File: src/rtl/core/cct_pkg.sv
// ----------------------------------------------------------------------------
// cct_pkg
// shared types, widths, constants and helper functions of the colour
// threshold centroid tracker
// ----------------------------------------------------------------------------
`default_nettype none

package cct_pkg;

   // frame size limits
   localparam int MAX_WIDTH  = 1024;
   localparam int MAX_HEIGHT = 1024;

   // field widths
   localparam int COLOUR_W    = 8;
   localparam int RGB_W       = 3 * COLOUR_W;
   localparam int SIZE_W      = 11;
   localparam int GAIN_W      = 32;
   localparam int ERR_W       = 32;
   localparam int CSR_DATA_W  = 32;
   localparam int CSR_INDEX_W = 3;

   // internal widths
   localparam int COL_W       = $clog2(MAX_WIDTH);
   localparam int ROW_W       = $clog2(MAX_HEIGHT);
   localparam int POS_W       = (COL_W > ROW_W) ? COL_W : ROW_W;
   localparam int HALF_W      = POS_W;
   localparam int CNT_W       = $clog2(MAX_WIDTH * MAX_HEIGHT + 1);
   localparam int SUM_W       = POS_W + CNT_W;
   localparam int NUM_W       = HALF_W + CNT_W;
   localparam int PROD_W      = GAIN_W + NUM_W;
   localparam int ROUND_SHIFT = 8;
   localparam int DIVIDEND_W  = PROD_W + 1;
   localparam int DIVISOR_W   = CNT_W + ROUND_SHIFT;
   localparam int STEP_W      = $clog2(DIVIDEND_W);

   // register indexes
   localparam logic [CSR_INDEX_W-1:0] CSR_CAP_LOW   = 3'd0;
   localparam logic [CSR_INDEX_W-1:0] CSR_CAP_HIGH  = 3'd1;
   localparam logic [CSR_INDEX_W-1:0] CSR_TUBE_LOW  = 3'd2;
   localparam logic [CSR_INDEX_W-1:0] CSR_TUBE_HIGH = 3'd3;
   localparam logic [CSR_INDEX_W-1:0] CSR_WIDTH     = 3'd4;
   localparam logic [CSR_INDEX_W-1:0] CSR_HEIGHT    = 3'd5;
   localparam logic [CSR_INDEX_W-1:0] CSR_GAIN      = 3'd6;

   // register reset values
   localparam logic [RGB_W-1:0]  CAP_LOW_RESET   = 24'h823232;
   localparam logic [RGB_W-1:0]  CAP_HIGH_RESET  = 24'hFF8C78;
   localparam logic [RGB_W-1:0]  TUBE_LOW_RESET  = 24'hC8C8C8;
   localparam logic [RGB_W-1:0]  TUBE_HIGH_RESET = 24'hFFFFFF;
   localparam logic [SIZE_W-1:0] WIDTH_RESET     = 11'd640;
   localparam logic [SIZE_W-1:0] HEIGHT_RESET    = 11'd400;
   localparam logic [GAIN_W-1:0] GAIN_RESET      = 32'd5497799;

   // recolouring
   localparam logic [COLOUR_W-1:0] TUBE_GREEN = 8'd255;
   localparam logic [COLOUR_W-1:0] CAP_GREEN  = 8'd128;

   // saturation limits, as magnitudes
   localparam logic [DIVIDEND_W-1:0] NEG_LIMIT = DIVIDEND_W'(1) << (ERR_W - 1);
   localparam logic [DIVIDEND_W-1:0] POS_LIMIT = NEG_LIMIT - DIVIDEND_W'(1);

   typedef enum logic [2:0] {
      ST_IDLE,
      ST_HALF,
      ST_DIFF,
      ST_GAIN,
      ST_BIAS,
      ST_DIV,
      ST_FINISH
   } state_type;

   typedef enum logic {
      AXIS_ROW,
      AXIS_COL
   } axis_type;

   typedef struct packed {
      logic     accept;
      axis_type axis;
      logic     calc_half;
      logic     calc_diff;
      logic     calc_gain;
      logic     div_start;
      logic     store_err;
      logic     finish;
   } ctrl_cmd_type;

   typedef struct packed {
      logic last;
      logic empty;
      logic div_busy;
   } ctrl_status_type;

   // inclusive colour box test, bounds packed red, green, blue
   function automatic logic in_box(input logic [RGB_W-1:0] lo,
                                   input logic [RGB_W-1:0] hi,
                                   input logic [COLOUR_W-1:0] r,
                                   input logic [COLOUR_W-1:0] g,
                                   input logic [COLOUR_W-1:0] b);
      logic ok_r, ok_g, ok_b;
      ok_r = (r >= lo[3*COLOUR_W-1:2*COLOUR_W]) && (r <= hi[3*COLOUR_W-1:2*COLOUR_W]);
      ok_g = (g >= lo[2*COLOUR_W-1:COLOUR_W]) && (g <= hi[2*COLOUR_W-1:COLOUR_W]);
      ok_b = (b >= lo[COLOUR_W-1:0]) && (b <= hi[COLOUR_W-1:0]);
      return ok_r && ok_g && ok_b;
   endfunction

   // zero acts as one, anything above the limit acts as the limit
   function automatic logic [SIZE_W-1:0] clamp_size(input logic [SIZE_W-1:0] v,
                                                    input int limit);
      logic [SIZE_W-1:0] res;
      if (v == '0) begin
         res = SIZE_W'(1);
      end else if (int'(v) > limit) begin
         res = SIZE_W'(limit);
      end else begin
         res = v;
      end
      return res;
   endfunction

endpackage

`default_nettype wire

File: src/rtl/core/cct_req_if.sv
// ----------------------------------------------------------------------------
// cct_req_if
// pixel channel: valid, ready and one bgr pixel with its frame start flag
// ----------------------------------------------------------------------------
`default_nettype none

interface cct_req_if;
   logic                          valid;
   logic                          ready;
   logic                          frame_start;
   logic [cct_pkg::COLOUR_W-1:0]  pixel_blue;
   logic [cct_pkg::COLOUR_W-1:0]  pixel_green;
   logic [cct_pkg::COLOUR_W-1:0]  pixel_red;

   modport source (output valid, frame_start, pixel_blue, pixel_green, pixel_red,
                   input ready);
   modport sink   (input valid, frame_start, pixel_blue, pixel_green, pixel_red,
                   output ready);
endinterface

`default_nettype wire

File: src/rtl/core/cct_rsp_if.sv
// ----------------------------------------------------------------------------
// cct_rsp_if
// result channel: recoloured pixel plus the end of frame centroid errors
// ----------------------------------------------------------------------------
`default_nettype none

interface cct_rsp_if;
   logic                               valid;
   logic                               ready;
   logic [cct_pkg::COLOUR_W-1:0]       out_blue;
   logic [cct_pkg::COLOUR_W-1:0]       out_green;
   logic [cct_pkg::COLOUR_W-1:0]       out_red;
   logic                               frame_done;
   logic                               no_target;
   logic signed [cct_pkg::ERR_W-1:0]   error_row;
   logic signed [cct_pkg::ERR_W-1:0]   error_col;

   modport source (output valid, out_blue, out_green, out_red, frame_done, no_target,
                          error_row, error_col,
                   input ready);
   modport sink   (input valid, out_blue, out_green, out_red, frame_done, no_target,
                         error_row, error_col,
                   output ready);
endinterface

`default_nettype wire

File: src/rtl/core/color_threshold_centroid_tracker.sv
// ----------------------------------------------------------------------------
// color_threshold_centroid_tracker
// colour box recolouring of a bgr pixel stream with tube centroid errors
// ----------------------------------------------------------------------------
// Pixels arrive in raster order on req and leave recoloured on rsp, one
// result per pixel: tube pixels become pure green, cap-only pixels dark green,
// the rest pass unchanged. Every pixel but the last of a frame that held a tube
// pixel is taken and answered at one per clock while rsp is ready, the result
// register letting the next pixel in as the previous result is taken. The last
// pixel of a frame that held a tube pixel holds the input off until its result
// appears: for each axis a multiply, a subtract, the gain multiply and a
// 64-step radix-2 divider run, then a finish state publishes the result. The
// errors are gain * (size/2 - mean position) / 256 in signed Q8.24 metres,
// rounded to nearest and saturated; a frame with no tube pixel flags
// no_target with zero errors, at full rate.
// Write the registers only while the block is idle.
// ----------------------------------------------------------------------------
`default_nettype none

module color_threshold_centroid_tracker (
   input  wire logic                              clock,
   input  wire logic                              reset,
   cct_req_if.sink                                req,
   cct_rsp_if.source                              rsp,
   input  wire logic                              csr_we,
   input  wire logic [cct_pkg::CSR_INDEX_W-1:0]   csr_index,
   input  wire logic [cct_pkg::CSR_DATA_W-1:0]    csr_wdata
);

   // command and status between the sequencer and the datapath
   cct_pkg::ctrl_cmd_type     cmd;
   cct_pkg::ctrl_status_type  status;

   // handshakes and the end of frame sequence
   cct_ctrl u_ctrl (
      .clock     (clock),
      .reset     (reset),
      .req_valid (req.valid),
      .req_ready (req.ready),
      .rsp_valid (rsp.valid),
      .rsp_ready (rsp.ready),
      .status    (status),
      .cmd       (cmd)
   );

   // registers, classification, accumulators and error arithmetic
   cct_datapath u_datapath (
      .clock       (clock),
      .reset       (reset),
      .csr_we      (csr_we),
      .csr_index   (csr_index),
      .csr_wdata   (csr_wdata),
      .frame_start (req.frame_start),
      .pixel_blue  (req.pixel_blue),
      .pixel_green (req.pixel_green),
      .pixel_red   (req.pixel_red),
      .cmd         (cmd),
      .status      (status),
      .out_blue    (rsp.out_blue),
      .out_green   (rsp.out_green),
      .out_red     (rsp.out_red),
      .frame_done  (rsp.frame_done),
      .no_target   (rsp.no_target),
      .error_row   (rsp.error_row),
      .error_col   (rsp.error_col)
   );

endmodule

`default_nettype wire

File: src/rtl/core/cct_div.sv
// ----------------------------------------------------------------------------
// cct_div
// radix-2 restoring divider, one quotient bit per cycle
// ----------------------------------------------------------------------------
`default_nettype none

module cct_div (
   input  wire logic                              clock,
   input  wire logic                              reset,
   input  wire logic                              start,
   input  wire logic [cct_pkg::DIVIDEND_W-1:0]    dividend,
   input  wire logic [cct_pkg::DIVISOR_W-1:0]     divisor,
   output logic                                   busy,
   output logic [cct_pkg::DIVIDEND_W-1:0]         quotient
);

   logic                               busy_ff, busy_in;
   logic [cct_pkg::STEP_W-1:0]         step_ff, step_in;
   logic [cct_pkg::DIVISOR_W-1:0]      rem_ff, rem_in;
   logic [cct_pkg::DIVIDEND_W-1:0]     quo_ff, quo_in;
   logic [cct_pkg::DIVISOR_W-1:0]      dvs_ff, dvs_in;
   logic [cct_pkg::DIVISOR_W:0]        trial;
   logic [cct_pkg::DIVISOR_W:0]        trial_diff;
   logic                               fits;

   // shift in the next dividend bit and try the subtract
   always_comb begin
      trial      = {rem_ff, quo_ff[cct_pkg::DIVIDEND_W-1]};
      fits       = trial >= {1'b0, dvs_ff};
      trial_diff = trial - {1'b0, dvs_ff};
   end

   always_comb begin
      busy_in = busy_ff;
      step_in = step_ff;
      rem_in  = rem_ff;
      quo_in  = quo_ff;
      dvs_in  = dvs_ff;
      if (start) begin
         busy_in = 1'b1;
         step_in = cct_pkg::STEP_W'(cct_pkg::DIVIDEND_W - 1);
         rem_in  = '0;
         quo_in  = dividend;
         dvs_in  = divisor;
      end else if (busy_ff) begin
         rem_in  = fits ? trial_diff[cct_pkg::DIVISOR_W-1:0] : trial[cct_pkg::DIVISOR_W-1:0];
         quo_in  = {quo_ff[cct_pkg::DIVIDEND_W-2:0], fits};
         if (step_ff == '0) begin
            busy_in = 1'b0;
         end else begin
            step_in = step_ff - cct_pkg::STEP_W'(1);
         end
      end
   end

   always_ff @(posedge clock) begin
      if (reset) begin
         busy_ff <= 1'b0;
         step_ff <= '0;
      end else begin
         busy_ff <= busy_in;
         step_ff <= step_in;
      end
   end

   always_ff @(posedge clock) begin
      rem_ff <= rem_in;
      quo_ff <= quo_in;
      dvs_ff <= dvs_in;
   end

   assign busy     = busy_ff;
   assign quotient = quo_ff;

   a_start_busy : assert property (@(posedge clock) disable iff (reset)
      start |=> busy_ff && (step_ff == cct_pkg::STEP_W'(cct_pkg::DIVIDEND_W - 1)))
      else $error("divider did not start a full run");

   a_run_ends : assert property (@(posedge clock) disable iff (reset)
      (busy_ff && !start && (step_ff == '0)) |=> !busy_ff)
      else $error("divider ran past its last step");

endmodule

`default_nettype wire

File: src/rtl/core/cct_ctrl.sv
// ----------------------------------------------------------------------------
// cct_ctrl
// controller: channel handshakes and the end of frame computation sequence
// ----------------------------------------------------------------------------
`default_nettype none

module cct_ctrl (
   input  wire logic                      clock,
   input  wire logic                      reset,
   input  wire logic                      req_valid,
   output logic                           req_ready,
   output logic                           rsp_valid,
   input  wire logic                      rsp_ready,
   input  wire cct_pkg::ctrl_status_type  status,
   output cct_pkg::ctrl_cmd_type          cmd
);

   cct_pkg::state_type  state_ff, state_in;
   cct_pkg::axis_type   axis_ff, axis_in;
   logic                out_valid_ff, out_valid_in;
   logic                accept;
   logic                axis_done;

   // a pixel is taken only when the result register is free or being drained
   assign req_ready = (state_ff == cct_pkg::ST_IDLE) && (!out_valid_ff || rsp_ready);
   assign accept    = req_valid && req_ready;
   assign axis_done = (state_ff == cct_pkg::ST_DIV) && !status.div_busy;

   // next state
   always_comb begin
      state_in = state_ff;
      axis_in  = axis_ff;
      unique case (state_ff)
         cct_pkg::ST_IDLE: begin
            if (accept && status.last && !status.empty) begin
               state_in = cct_pkg::ST_HALF;
               axis_in  = cct_pkg::AXIS_ROW;
            end
         end
         cct_pkg::ST_HALF:   state_in = cct_pkg::ST_DIFF;
         cct_pkg::ST_DIFF:   state_in = cct_pkg::ST_GAIN;
         cct_pkg::ST_GAIN:   state_in = cct_pkg::ST_BIAS;
         cct_pkg::ST_BIAS:   state_in = cct_pkg::ST_DIV;
         cct_pkg::ST_DIV: begin
            if (!status.div_busy) begin
               if (axis_ff == cct_pkg::AXIS_ROW) begin
                  state_in = cct_pkg::ST_HALF;
                  axis_in  = cct_pkg::AXIS_COL;
               end else begin
                  state_in = cct_pkg::ST_FINISH;
               end
            end
         end
         cct_pkg::ST_FINISH: state_in = cct_pkg::ST_IDLE;
         default:            state_in = cct_pkg::ST_IDLE;
      endcase
   end

   // datapath commands
   always_comb begin
      cmd.accept    = accept;
      cmd.axis      = axis_ff;
      cmd.calc_half = (state_ff == cct_pkg::ST_HALF);
      cmd.calc_diff = (state_ff == cct_pkg::ST_DIFF);
      cmd.calc_gain = (state_ff == cct_pkg::ST_GAIN);
      cmd.div_start = (state_ff == cct_pkg::ST_BIAS);
      cmd.store_err = axis_done;
      cmd.finish    = (state_ff == cct_pkg::ST_FINISH);
   end

   // result valid: the last pixel of a frame with a target waits for the errors
   always_comb begin
      priority if (accept) begin
         out_valid_in = !(status.last && !status.empty);
      end else if (state_ff == cct_pkg::ST_FINISH) begin
         out_valid_in = 1'b1;
      end else if (rsp_ready) begin
         out_valid_in = 1'b0;
      end else begin
         out_valid_in = out_valid_ff;
      end
   end

   always_ff @(posedge clock) begin
      if (reset) begin
         state_ff     <= cct_pkg::ST_IDLE;
         axis_ff      <= cct_pkg::AXIS_ROW;
         out_valid_ff <= 1'b0;
      end else begin
         state_ff     <= state_in;
         axis_ff      <= axis_in;
         out_valid_ff <= out_valid_in;
      end
   end

   assign rsp_valid = out_valid_ff;

   a_no_overwrite : assert property (@(posedge clock) disable iff (reset)
      accept |-> (!out_valid_ff || rsp_ready))
      else $error("pixel taken over a pending result");

   a_quiet_while_busy : assert property (@(posedge clock) disable iff (reset)
      (state_ff != cct_pkg::ST_IDLE) |-> !out_valid_ff)
      else $error("result shown before the errors are ready");

   a_finish_shows : assert property (@(posedge clock) disable iff (reset)
      (state_ff == cct_pkg::ST_FINISH) |=> out_valid_ff && (state_ff == cct_pkg::ST_IDLE))
      else $error("finished frame result not presented");

endmodule

`default_nettype wire

File: src/rtl/core/cct_datapath.sv
// ----------------------------------------------------------------------------
// cct_datapath
// registers, pixel classification, accumulators, centroid error arithmetic
// and the result register
// ----------------------------------------------------------------------------
`default_nettype none

module cct_datapath (
   input  wire logic                                clock,
   input  wire logic                                reset,
   input  wire logic                                csr_we,
   input  wire logic [cct_pkg::CSR_INDEX_W-1:0]     csr_index,
   input  wire logic [cct_pkg::CSR_DATA_W-1:0]      csr_wdata,
   input  wire logic                                frame_start,
   input  wire logic [cct_pkg::COLOUR_W-1:0]        pixel_blue,
   input  wire logic [cct_pkg::COLOUR_W-1:0]        pixel_green,
   input  wire logic [cct_pkg::COLOUR_W-1:0]        pixel_red,
   input  wire cct_pkg::ctrl_cmd_type               cmd,
   output cct_pkg::ctrl_status_type                 status,
   output logic [cct_pkg::COLOUR_W-1:0]             out_blue,
   output logic [cct_pkg::COLOUR_W-1:0]             out_green,
   output logic [cct_pkg::COLOUR_W-1:0]             out_red,
   output logic                                     frame_done,
   output logic                                     no_target,
   output logic signed [cct_pkg::ERR_W-1:0]         error_row,
   output logic signed [cct_pkg::ERR_W-1:0]         error_col
);

   // configuration
   logic [cct_pkg::RGB_W-1:0]   cap_low_ff, cap_high_ff, tube_low_ff, tube_high_ff;
   logic [cct_pkg::SIZE_W-1:0]  width_ff, height_ff;
   logic [cct_pkg::GAIN_W-1:0]  gain_ff;
   logic [cct_pkg::SIZE_W-1:0]  w_eff, h_eff;

   // frame state
   logic [cct_pkg::COL_W-1:0]   col_ff, col_in, col_cur;
   logic [cct_pkg::ROW_W-1:0]   row_ff, row_in, row_cur;
   logic [cct_pkg::CNT_W-1:0]   cnt_ff, cnt_cur, cnt_next;
   logic [cct_pkg::SUM_W-1:0]   col_sum_ff, col_sum_cur, col_sum_next;
   logic [cct_pkg::SUM_W-1:0]   row_sum_ff, row_sum_cur, row_sum_next;
   logic                        is_tube, is_cap, row_end, last;

   // error arithmetic
   logic [cct_pkg::HALF_W-1:0]      half_sel;
   logic [cct_pkg::SUM_W-1:0]       sum_sel;
   logic [cct_pkg::NUM_W-1:0]       hc_ff;
   logic [cct_pkg::NUM_W-1:0]       num_ff;
   logic                            neg_ff;
   logic [cct_pkg::PROD_W-1:0]      prod_ff;
   logic [cct_pkg::DIVIDEND_W-1:0]  dividend;
   logic [cct_pkg::DIVISOR_W-1:0]   divisor;
   logic [cct_pkg::DIVIDEND_W-1:0]  quotient;
   logic                            div_busy;
   logic [cct_pkg::ERR_W-1:0]       err_sat;

   // result register
   logic [cct_pkg::COLOUR_W-1:0]    blue_ff, green_ff, red_ff;
   logic [cct_pkg::COLOUR_W-1:0]    blue_in, green_in, red_in;
   logic                            done_ff, none_ff;
   logic [cct_pkg::ERR_W-1:0]       err_row_ff, err_col_ff;

   always_ff @(posedge clock) begin
      if (reset) begin
         cap_low_ff   <= cct_pkg::CAP_LOW_RESET;
         cap_high_ff  <= cct_pkg::CAP_HIGH_RESET;
         tube_low_ff  <= cct_pkg::TUBE_LOW_RESET;
         tube_high_ff <= cct_pkg::TUBE_HIGH_RESET;
         width_ff     <= cct_pkg::WIDTH_RESET;
         height_ff    <= cct_pkg::HEIGHT_RESET;
         gain_ff      <= cct_pkg::GAIN_RESET;
      end else if (csr_we) begin
         unique case (csr_index)
            cct_pkg::CSR_CAP_LOW:   cap_low_ff   <= csr_wdata[cct_pkg::RGB_W-1:0];
            cct_pkg::CSR_CAP_HIGH:  cap_high_ff  <= csr_wdata[cct_pkg::RGB_W-1:0];
            cct_pkg::CSR_TUBE_LOW:  tube_low_ff  <= csr_wdata[cct_pkg::RGB_W-1:0];
            cct_pkg::CSR_TUBE_HIGH: tube_high_ff <= csr_wdata[cct_pkg::RGB_W-1:0];
            cct_pkg::CSR_WIDTH:     width_ff     <= csr_wdata[cct_pkg::SIZE_W-1:0];
            cct_pkg::CSR_HEIGHT:    height_ff    <= csr_wdata[cct_pkg::SIZE_W-1:0];
            cct_pkg::CSR_GAIN:      gain_ff      <= csr_wdata[cct_pkg::GAIN_W-1:0];
            default: ;
         endcase
      end
   end

   assign w_eff = cct_pkg::clamp_size(width_ff, cct_pkg::MAX_WIDTH);
   assign h_eff = cct_pkg::clamp_size(height_ff, cct_pkg::MAX_HEIGHT);

   // pixel classification and accumulation; frame start clears first
   always_comb begin
      col_cur     = frame_start ? '0 : col_ff;
      row_cur     = frame_start ? '0 : row_ff;
      cnt_cur     = frame_start ? '0 : cnt_ff;
      col_sum_cur = frame_start ? '0 : col_sum_ff;
      row_sum_cur = frame_start ? '0 : row_sum_ff;

      is_tube = cct_pkg::in_box(tube_low_ff, tube_high_ff, pixel_red, pixel_green, pixel_blue);
      is_cap  = cct_pkg::in_box(cap_low_ff, cap_high_ff, pixel_red, pixel_green, pixel_blue);

      cnt_next     = cnt_cur + cct_pkg::CNT_W'(is_tube);
      col_sum_next = col_sum_cur + (is_tube ? cct_pkg::SUM_W'(col_cur) : '0);
      row_sum_next = row_sum_cur + (is_tube ? cct_pkg::SUM_W'(row_cur) : '0);

      row_end = (32'(col_cur) + 32'd1) >= 32'(w_eff);
      last    = row_end && ((32'(row_cur) + 32'd1) >= 32'(h_eff));

      if (last) begin
         col_in = '0;
         row_in = '0;
      end else if (row_end) begin
         col_in = '0;
         row_in = row_cur + cct_pkg::ROW_W'(1);
      end else begin
         col_in = col_cur + cct_pkg::COL_W'(1);
         row_in = row_cur;
      end

      if (is_tube) begin
         blue_in  = '0;
         green_in = cct_pkg::TUBE_GREEN;
         red_in   = '0;
      end else if (is_cap) begin
         blue_in  = '0;
         green_in = cct_pkg::CAP_GREEN;
         red_in   = '0;
      end else begin
         blue_in  = pixel_blue;
         green_in = pixel_green;
         red_in   = pixel_red;
      end
   end

   assign status.last     = last;
   assign status.empty    = (cnt_next == '0);
   assign status.div_busy = div_busy;

   // accumulators stay through the error sequence and clear when it ends
   always_ff @(posedge clock) begin
      if (reset) begin
         col_ff     <= '0;
         row_ff     <= '0;
         cnt_ff     <= '0;
         col_sum_ff <= '0;
         row_sum_ff <= '0;
      end else if (cmd.accept) begin
         col_ff     <= col_in;
         row_ff     <= row_in;
         cnt_ff     <= cnt_next;
         col_sum_ff <= col_sum_next;
         row_sum_ff <= row_sum_next;
      end else if (cmd.finish) begin
         cnt_ff     <= '0;
         col_sum_ff <= '0;
         row_sum_ff <= '0;
      end
   end

   // gain * (half * count - sum) rounded by (. + 128 count) / (256 count)
   always_comb begin
      if (cmd.axis == cct_pkg::AXIS_ROW) begin
         half_sel = cct_pkg::HALF_W'(h_eff >> 1);
         sum_sel  = row_sum_ff;
      end else begin
         half_sel = cct_pkg::HALF_W'(w_eff >> 1);
         sum_sel  = col_sum_ff;
      end
      dividend = cct_pkg::DIVIDEND_W'(prod_ff)
               + (cct_pkg::DIVIDEND_W'(cnt_ff) << (cct_pkg::ROUND_SHIFT - 1));
      divisor  = {cnt_ff, {cct_pkg::ROUND_SHIFT{1'b0}}};
   end

   always_ff @(posedge clock) begin
      if (cmd.calc_half) begin
         hc_ff <= cct_pkg::NUM_W'(half_sel) * cct_pkg::NUM_W'(cnt_ff);
      end
      if (cmd.calc_diff) begin
         neg_ff <= cct_pkg::NUM_W'(sum_sel) > hc_ff;
         num_ff <= (cct_pkg::NUM_W'(sum_sel) > hc_ff) ? cct_pkg::NUM_W'(sum_sel) - hc_ff
                                                      : hc_ff - cct_pkg::NUM_W'(sum_sel);
      end
      if (cmd.calc_gain) begin
         prod_ff <= cct_pkg::PROD_W'(gain_ff) * cct_pkg::PROD_W'(num_ff);
      end
   end

   cct_div u_div (
      .clock    (clock),
      .reset    (reset),
      .start    (cmd.div_start),
      .dividend (dividend),
      .divisor  (divisor),
      .busy     (div_busy),
      .quotient (quotient)
   );

   // saturate the magnitude and apply the sign
   always_comb begin
      if (neg_ff) begin
         if (quotient > cct_pkg::NEG_LIMIT) begin
            err_sat = cct_pkg::NEG_LIMIT[cct_pkg::ERR_W-1:0];
         end else begin
            err_sat = cct_pkg::ERR_W'(0) - quotient[cct_pkg::ERR_W-1:0];
         end
      end else begin
         if (quotient > cct_pkg::POS_LIMIT) begin
            err_sat = cct_pkg::POS_LIMIT[cct_pkg::ERR_W-1:0];
         end else begin
            err_sat = quotient[cct_pkg::ERR_W-1:0];
         end
      end
   end

   always_ff @(posedge clock) begin
      if (cmd.accept) begin
         blue_ff    <= blue_in;
         green_ff   <= green_in;
         red_ff     <= red_in;
         done_ff    <= last;
         none_ff    <= last && (cnt_next == '0);
         err_row_ff <= '0;
         err_col_ff <= '0;
      end else if (cmd.store_err) begin
         if (cmd.axis == cct_pkg::AXIS_ROW) begin
            err_row_ff <= err_sat;
         end else begin
            err_col_ff <= err_sat;
         end
      end
   end

   assign out_blue   = blue_ff;
   assign out_green  = green_ff;
   assign out_red    = red_ff;
   assign frame_done = done_ff;
   assign no_target  = none_ff;
   assign error_row  = $signed(err_row_ff);
   assign error_col  = $signed(err_col_ff);

endmodule

`default_nettype wire
File: src/flat_wrapper.sv
// flat-port wrapper written by rule: the top's interface ports become plain ports
module color_threshold_centroid_tracker_flat 
  (clock, reset, csr_we, csr_index, csr_wdata, req_valid, req_frame_start, req_pixel_blue, req_pixel_green, req_pixel_red, req_ready, rsp_valid, rsp_out_blue, rsp_out_green, rsp_out_red, rsp_frame_done, rsp_no_target, rsp_error_row, rsp_error_col, rsp_ready);
  cct_req_if req_i ();
  cct_rsp_if rsp_i ();
  input  wire logic clock;
  input  wire logic reset;
  input  wire logic csr_we;
  input  wire logic [cct_pkg::CSR_INDEX_W-1:0] csr_index;
  input  wire logic [cct_pkg::CSR_DATA_W-1:0] csr_wdata;
  input wire logic [$bits(req_i.valid)-1:0] req_valid;
  input wire logic [$bits(req_i.frame_start)-1:0] req_frame_start;
  input wire logic [$bits(req_i.pixel_blue)-1:0] req_pixel_blue;
  input wire logic [$bits(req_i.pixel_green)-1:0] req_pixel_green;
  input wire logic [$bits(req_i.pixel_red)-1:0] req_pixel_red;
  output wire logic [$bits(req_i.ready)-1:0] req_ready;
  output wire logic [$bits(rsp_i.valid)-1:0] rsp_valid;
  output wire logic [$bits(rsp_i.out_blue)-1:0] rsp_out_blue;
  output wire logic [$bits(rsp_i.out_green)-1:0] rsp_out_green;
  output wire logic [$bits(rsp_i.out_red)-1:0] rsp_out_red;
  output wire logic [$bits(rsp_i.frame_done)-1:0] rsp_frame_done;
  output wire logic [$bits(rsp_i.no_target)-1:0] rsp_no_target;
  output wire logic [$bits(rsp_i.error_row)-1:0] rsp_error_row;
  output wire logic [$bits(rsp_i.error_col)-1:0] rsp_error_col;
  input wire logic [$bits(rsp_i.ready)-1:0] rsp_ready;
  assign req_i.valid = req_valid;
  assign req_i.frame_start = req_frame_start;
  assign req_i.pixel_blue = req_pixel_blue;
  assign req_i.pixel_green = req_pixel_green;
  assign req_i.pixel_red = req_pixel_red;
  assign req_ready = req_i.ready;
  assign rsp_valid = rsp_i.valid;
  assign rsp_out_blue = rsp_i.out_blue;
  assign rsp_out_green = rsp_i.out_green;
  assign rsp_out_red = rsp_i.out_red;
  assign rsp_frame_done = rsp_i.frame_done;
  assign rsp_no_target = rsp_i.no_target;
  assign rsp_error_row = rsp_i.error_row;
  assign rsp_error_col = rsp_i.error_col;
  assign rsp_i.ready = rsp_ready;
  color_threshold_centroid_tracker u_core (.clock(clock), .reset(reset), .req(req_i), .rsp(rsp_i), .csr_we(csr_we), .csr_index(csr_index), .csr_wdata(csr_wdata));
endmodule
File: config.mk
export PLATFORM = sky130hd
export DESIGN_NAME = color_threshold_centroid_tracker_flat
export DESIGN_NICKNAME = d
export VERILOG_FILES = /design/src/rtl/core/cct_pkg.sv /design/src/rtl/core/cct_req_if.sv /design/src/rtl/core/cct_rsp_if.sv /design/src/rtl/core/color_threshold_centroid_tracker.sv /design/src/rtl/core/cct_div.sv /design/src/rtl/core/cct_ctrl.sv /design/src/rtl/core/cct_datapath.sv /design/src/flat_wrapper.sv
export SDC_FILE = /design/constraint.sdc
export NUM_CORES = 2
export LEC_CHECK = 0
export BUFFER_PORTS_ARGS = -buffer_cell sky130_fd_sc_hd__buf_2
export CELL_PAD_IN_SITES_DETAIL_PLACEMENT = 1
export CELL_PAD_IN_SITES_GLOBAL_PLACEMENT = 1
export CORE_AREA = 2 2 288 503
export CTS_CLUSTER_DIAMETER = 60
export DETAILED_ROUTE_END_ITERATION = 6
export DIE_AREA = 0 0 290 505
export GPL_TIMING_DRIVEN = 0
export PLACE_DENSITY_LB_ADDON = 0.1
export REMOVE_ABC_BUFFERS = 1
export SYNTH_ARGS = -nofsm -noshare
export SYNTH_HDL_FRONTEND = slang
export SYNTH_SLANG_ARGS = --single-unit
File: constraint.sdc
create_clock -name clock -period 10.5 [get_ports clock]
set_input_delay 1.05 -clock clock [delete_from_list [all_inputs] [get_ports clock]]
set_output_delay 1.05 -clock clock [all_outputs]
set_load 0.05 [all_outputs]
* Word level (Yosys, flattened, before mapping)
Index checks and enable logic that the tools add are counted.
Cells by class: add/subtract/negate cells 13, $mul 2, $lt $le $gt $ge 20, equal/unequal tests 15, multiplexer cells 46, bitwise gates (word level) 1, reduce and logical (&&, ||, !) cells 46
Operator list (count):
- $mux W31 | 7
- $mux W64 | 2
- $mux W32 | 3
- $mux W10 | 9
- $add A63 B28 Y64 | 1
- $gt A64 B31 Y1 const B | 1
- $gt A64 B32 Y1 const B | 1
- $mul A32 B31 Y63 | 1
- $mux W21 | 3
- $add A31 B10 Y31 | 2
- $sub A31 B31 Y31 | 2
- $ge A8 B8 Y1 | 6
- $le A8 B8 Y1 | 6
- $mux W11 | 4
- $sub A1 B32 Y32 const A | 1
- $gt A31 B31 Y1 | 1
- $mul A10 B21 Y31 | 1
- $ge A30 B29 Y1 | 1
- $mux W29 | 1
- $sub A29 B29 Y29 | 1
- $add A10 B1 Y11 const B | 2
- $ge A11 B11 Y1 | 2
- $gt A11 B11 Y1 const B | 2
- $logic_not A11 Y1 | 2
- 26 further kinds | 81
Word-level totals: flip-flop bits (word level) 595, output and inout bits 92, logic and storage cells 175

* Longest topological paths before layout
depth in word-level cells 10, mapped depth 28, gate-level depth less buffers 26

* By module
A second synthesis with hierarchy kept.
Unflattened totals: cells, all modules 8324, area, all modules 73595.6 um^2
Modules (own cells, without submodules):
- cct_datapath | instances 1, cells an instance 7702, area an instance 66485.0 um^2
- cct_div | instances 1, cells an instance 582, area an instance 6770.2 um^2
- cct_ctrl | instances 1, cells an instance 40, area an instance 340.3 um^2

* Worst setup path after synthesis
Ideal clock, no wire load.
path kind register to register, from reg u_core.u_datapath.num_ff[9] (netlist name), to reg u_core.u_datapath.prod_ff[62] (netlist name) (data pin), arrival time 7.298 ns, data required time 10.239 ns, setup slack 2.942 ns, stages on the path, launching flop included 27, path buffers 2, cells stage by stage edfxtp_1 -> clkbuf_1 -> nand2_1 -> fa_1 -> inv_1 -> fa_1 -> inv_1 -> fa_1 -> inv_1 -> fa_1 -> inv_1 -> fa_1 -> fa_1 -> fa_1 -> inv_1 -> fa_1 -> ha_1 -> clkbuf_1 -> nand4_1 -> or4_1 -> a311oi_1 -> o31ai_1 -> a32oi_1 -> a211o_1 -> a21o_1 -> nand4_1 -> o311a_1
On the way: cells in the longest elaborated chain, start to end 1
Ends and longest elaborated chain:
- from (decl) | line cct_datapath.sv:47 | logic [cct_pkg::NUM_W-1:0] num_ff;
- from (signal assigned) | line cct_datapath.sv:177 | num_ff <= (cct_pkg::NUM_W'(sum_sel) > hc_ff) ? cct_pkg::NUM_W'(sum_sel) - hc_ff
- $mul A32 B31 Y63 | line cct_datapath.sv:181 | prod_ff <= cct_pkg::PROD_W'(gain_ff) * cct_pkg::PROD_W'(num_ff);
- to (signal assigned) | line cct_datapath.sv:181
- to (decl) | line cct_datapath.sv:49 | logic [cct_pkg::PROD_W-1:0] prod_ff;
Every way passes these cells. A chain may end at the register's enable or synchronous reset.

* Worst setup path in the final report
from reg u_core.u_datapath.num_ff[4] (netlist name), to reg u_core.u_datapath.prod_ff[58] (netlist name) (data pin)
Same word-level chain as after synthesis.

==> reports/qor.csv <==
metric,value,unit
outcome,"finished, violations left",
failing checks,"max-capacitance violations, max-slew violations",
clk sinks,595,
Pins Over Slew Limit,33,
die area,146000,um^2
Pre-Repair DR Iteration Count,5,
hold path cells,2,
largest family of logic cells by synthesized area,adder cells,
slowest cell delay on critical path,1220,ps
Most used DFF post-synth,dfxtp_1,
routability cong.,0.887,
area share of fa/ha/maj cells after synthesis,0.382,
drt drc,0,
Final Hold Viols,0,
PostCTS Resize Cnt,0,
IO buf count,156,
"commonest non-fill, non-tap cell in the layout",inv_1,
max cap viols,1,
filler cell count in the final layout,16400,
post-synthesis mux area share,0.0103,
Seq pwr share,0.195,
RSZ-0062 raised after global routing,false,
Clock power frac,0.171,
simple-gate share of the synthesized area,0.187,
antenna violations before repair,9,
ys async rst share,0,
Power Total,14.8,mW
Synth Register Bits,595,
Post-Route WL,230000,um
vias in the first global route,65400,
share of layout cells above drive strength 1,0.0546,
WS Path Type,reg -> reg,
"Clk Latency, worst-skew pair",700,ps
Post-Syn Instances,8166,
clk_skew,90.1,ps
Hold Crit Start,u_core.u_datapath.error_col[27],
CP startpoint,u_core.u_datapath.num_ff[4],
Worst Hold Slack,450,ps
internal power,7.76,mW
PD cells,191,nW/um^2
XOR/XNOR Fraction of Synth Area,0.0274,
Max VDD drop,0.510,mV
Die Y,505,um
Post CTS Setup Buffer Count,0,
Initial Util,0.508,
Static Leak,36.6,nW
Yosys top cell by area,fa_1,
Layout Nets,9671,
Sw Share,0.477,
CTS tree,done,
vias,58000,
Rel. slew slack,-0.0554,
core region area,142000,um^2
P_sw,7.07,mW
Rows,183,
Hold Path Sink,u_core.u_datapath.error_col[27],
setup violators final,0,
Initial DRC Count,2780,
worst hold path class,reg -> reg,
CP max-delay cell,edfxtp_1,
Root Driver,clkbuf_16,
Synth top area share,0.283,
critical path launch point type,register,
H-tree depth,3,
Tmin final,9600,ps
Place WS,817,ps
Yosys cell types,100,
clk slew on worst S/H paths,60,ps
Area Growth Syn to Fin,7.59,%
CTS max path bufs,3,
crit path DAT,9980,ps
Avg WL per Cell,23.2,um
"Remaining Overflow, GRT",0,
TritonCTS buffer count,71,
most frequent CP cell,fa_1,
reg2reg setup slack,900,ps
first-pass GRT wire length,363000,um
combinational power share,0.634,
largest net degree at the start of global routing,105,
WP data required,10890,ps
Area contributors post-synth,"fa_1 (28%), dfxtp_1 (9.9%), ha_1 (9.9%)",
CP endpoint kind,register,
"Avg Cell Area, Syn",8.84,um^2
most frequent cells in the layout,"inv_1 (1216), nand2_1 (1212), fa_1 (1022)",
reg2reg start,u_core.u_datapath.num_ff[4],
r2r endpoint,u_core.u_datapath.prod_ff[58],
Fmax,0.104,GHz
final worst-path cycle share,0.914,
gr usage total,0.318,
worst reg-to-reg path cell count,24,
chip width,290,um
warnings from Yosys,0,
Worst-Margin Slew,1580,ps
Synth Area in Compound Gates,0.107,
Post-DP HPWL,177000,um
cell chain of the critical path,"and2_1, fa_1, fa_1, fa_1, inv_1, fa_1, inv_1, fa_1, fa_1, fa_1, inv_1, fa_1, inv_1, ha_1, and4_1, nand4_1, or4_1, a311oi_1, o31ai_1, a32oi_1, a211o_1, a21o_1, a21oi_1, xnor2_1",
antenna-violating nets left,0,
Hold Buf Count CTS,0,
synthesized area,72200,um^2
final worst setup slack,903,ps
sequential fraction of the synthesis area,0.198,
crit path max fanout,32,
IO Count,157,
Via density,5.84,
"EDFF count, synth",237,
-- power by group through the flow --
stage	Sequential (mW)	Combinational [mW]	Clock, mW
after floorplan	2.93	6.36	0
after global placement	2.94	9.12	0
after detailed placement	2.94	9.35	0
after CTS	2.89	9.44	2.59
after global routing	2.89	10.4	2.68
final	2.89	9.40	2.54
-- worst max-delay path: cells and delay by family, from the launching register on --
| kind | cells | cell delay, ps |
|---|---|---|
| XOR/XNOR | 1 | 160 |
| AND/OR/NAND/NOR | 4 | 1200 |
| flip-flops | 1 | 1220 |
| adder cells (fa/ha/maj) | 9 | 4610 |
| buffers and inverters | 4 | 250 |
| AO/OA/AOI/OAI | 6 | 1810 |
-- metrics by stage --
step           instance area (um^2)  instances  utilization  TNS [ps]
3_5_place_dp                  75100       9785        0.528         0
5_1_grt                       77700       9924        0.546         0
4_1_cts                       77500       9916        0.545         0
2_1_floorplan                 70500       7720            -         0
6_report                      77700       9925        0.546         0
3_3_place_gp                  73600       9726        0.517    -86190
-- sequential cells by signal (all words and copies together), names as in the netlist, 29 cells and up --
signal / flops
u_core.u_datapath.u_div.quotient: 64
u_core.u_datapath.prod_ff: 63
u_core.u_datapath.error_col: 32
u_core.u_datapath.error_row: 32
u_core.u_datapath.gain_ff: 32
u_core.u_datapath.col_sum_ff: 31
u_core.u_datapath.hc_ff: 31
u_core.u_datapath.num_ff: 31
u_core.u_datapath.row_sum_ff: 31
u_core.u_datapath.u_div.rem_ff: 29
-- worst max-delay path by stage --
stage                                       end
2_1_floorplan  u_core.u_datapath.row_sum_ff[29]
3_3_place_gp   u_core.u_datapath.row_sum_ff[29]
3_5_place_dp      u_core.u_datapath.prod_ff[58]
4_1_cts           u_core.u_datapath.prod_ff[58]
5_1_grt           u_core.u_datapath.prod_ff[62]
6_report          u_core.u_datapath.prod_ff[58]
-- layout make-up --
cell class	count	area (um^2)	share of cell area
Tap cell	1850	2310	0.0298
Clock buffer	93	1950	0.0251
Inverter	1222	4600	0.0592
Sequential cell	595	14300	0.184
Antenna cell	3	7.51	0.0000966
Clock inverter	38	439	0.00565
Timing Repair Buffer	221	2260	0.0291
Multi-Input combinational cell	5903	51800	0.667
-- logic make-up (layout without fill, tap and decap cells) --
kind of cell | Yosys count | in the layout
muxes | 74 | 74
other | 0 | 3
buffers and inverters | 1668 | 1574
AOI/OAI and AO/OA | 1254 | 1254
xor gates and xnor gates | 226 | 226
adders and majority gates | 1592 | 1592
and+or+nand+nor | 2757 | 2757
DFF | 595 | 595
-- cell usage after synthesis (54+ instances only) --
library cell / number
inv_1: 1217
nand2_1: 1215
fa_1: 1022
and2_1: 655
ha_1: 570
a21oi_1: 411
clkbuf_1: 404
dfxtp_1: 358
o21ai_0: 275
edfxtp_1: 237
nor2_1: 234
nand3_1: 183
xnor2_1: 137
a21o_1: 133
xor2_1: 89
nor2b_1: 85
mux2i_1: 72
and3_1: 67
o211ai_1: 64
nor3_1: 58
nand4_1: 54
-- metal layers --
layer  vias up  wire, um  GRT usage
met1     30000     81900      0.338
met2      1420    125000      0.609
met3       673      8480     0.0294
li1      25900         -          -
met5         -        16          0
met4         2     14900      0.181
No activity file was read; power rests on OpenSTA's default activity.
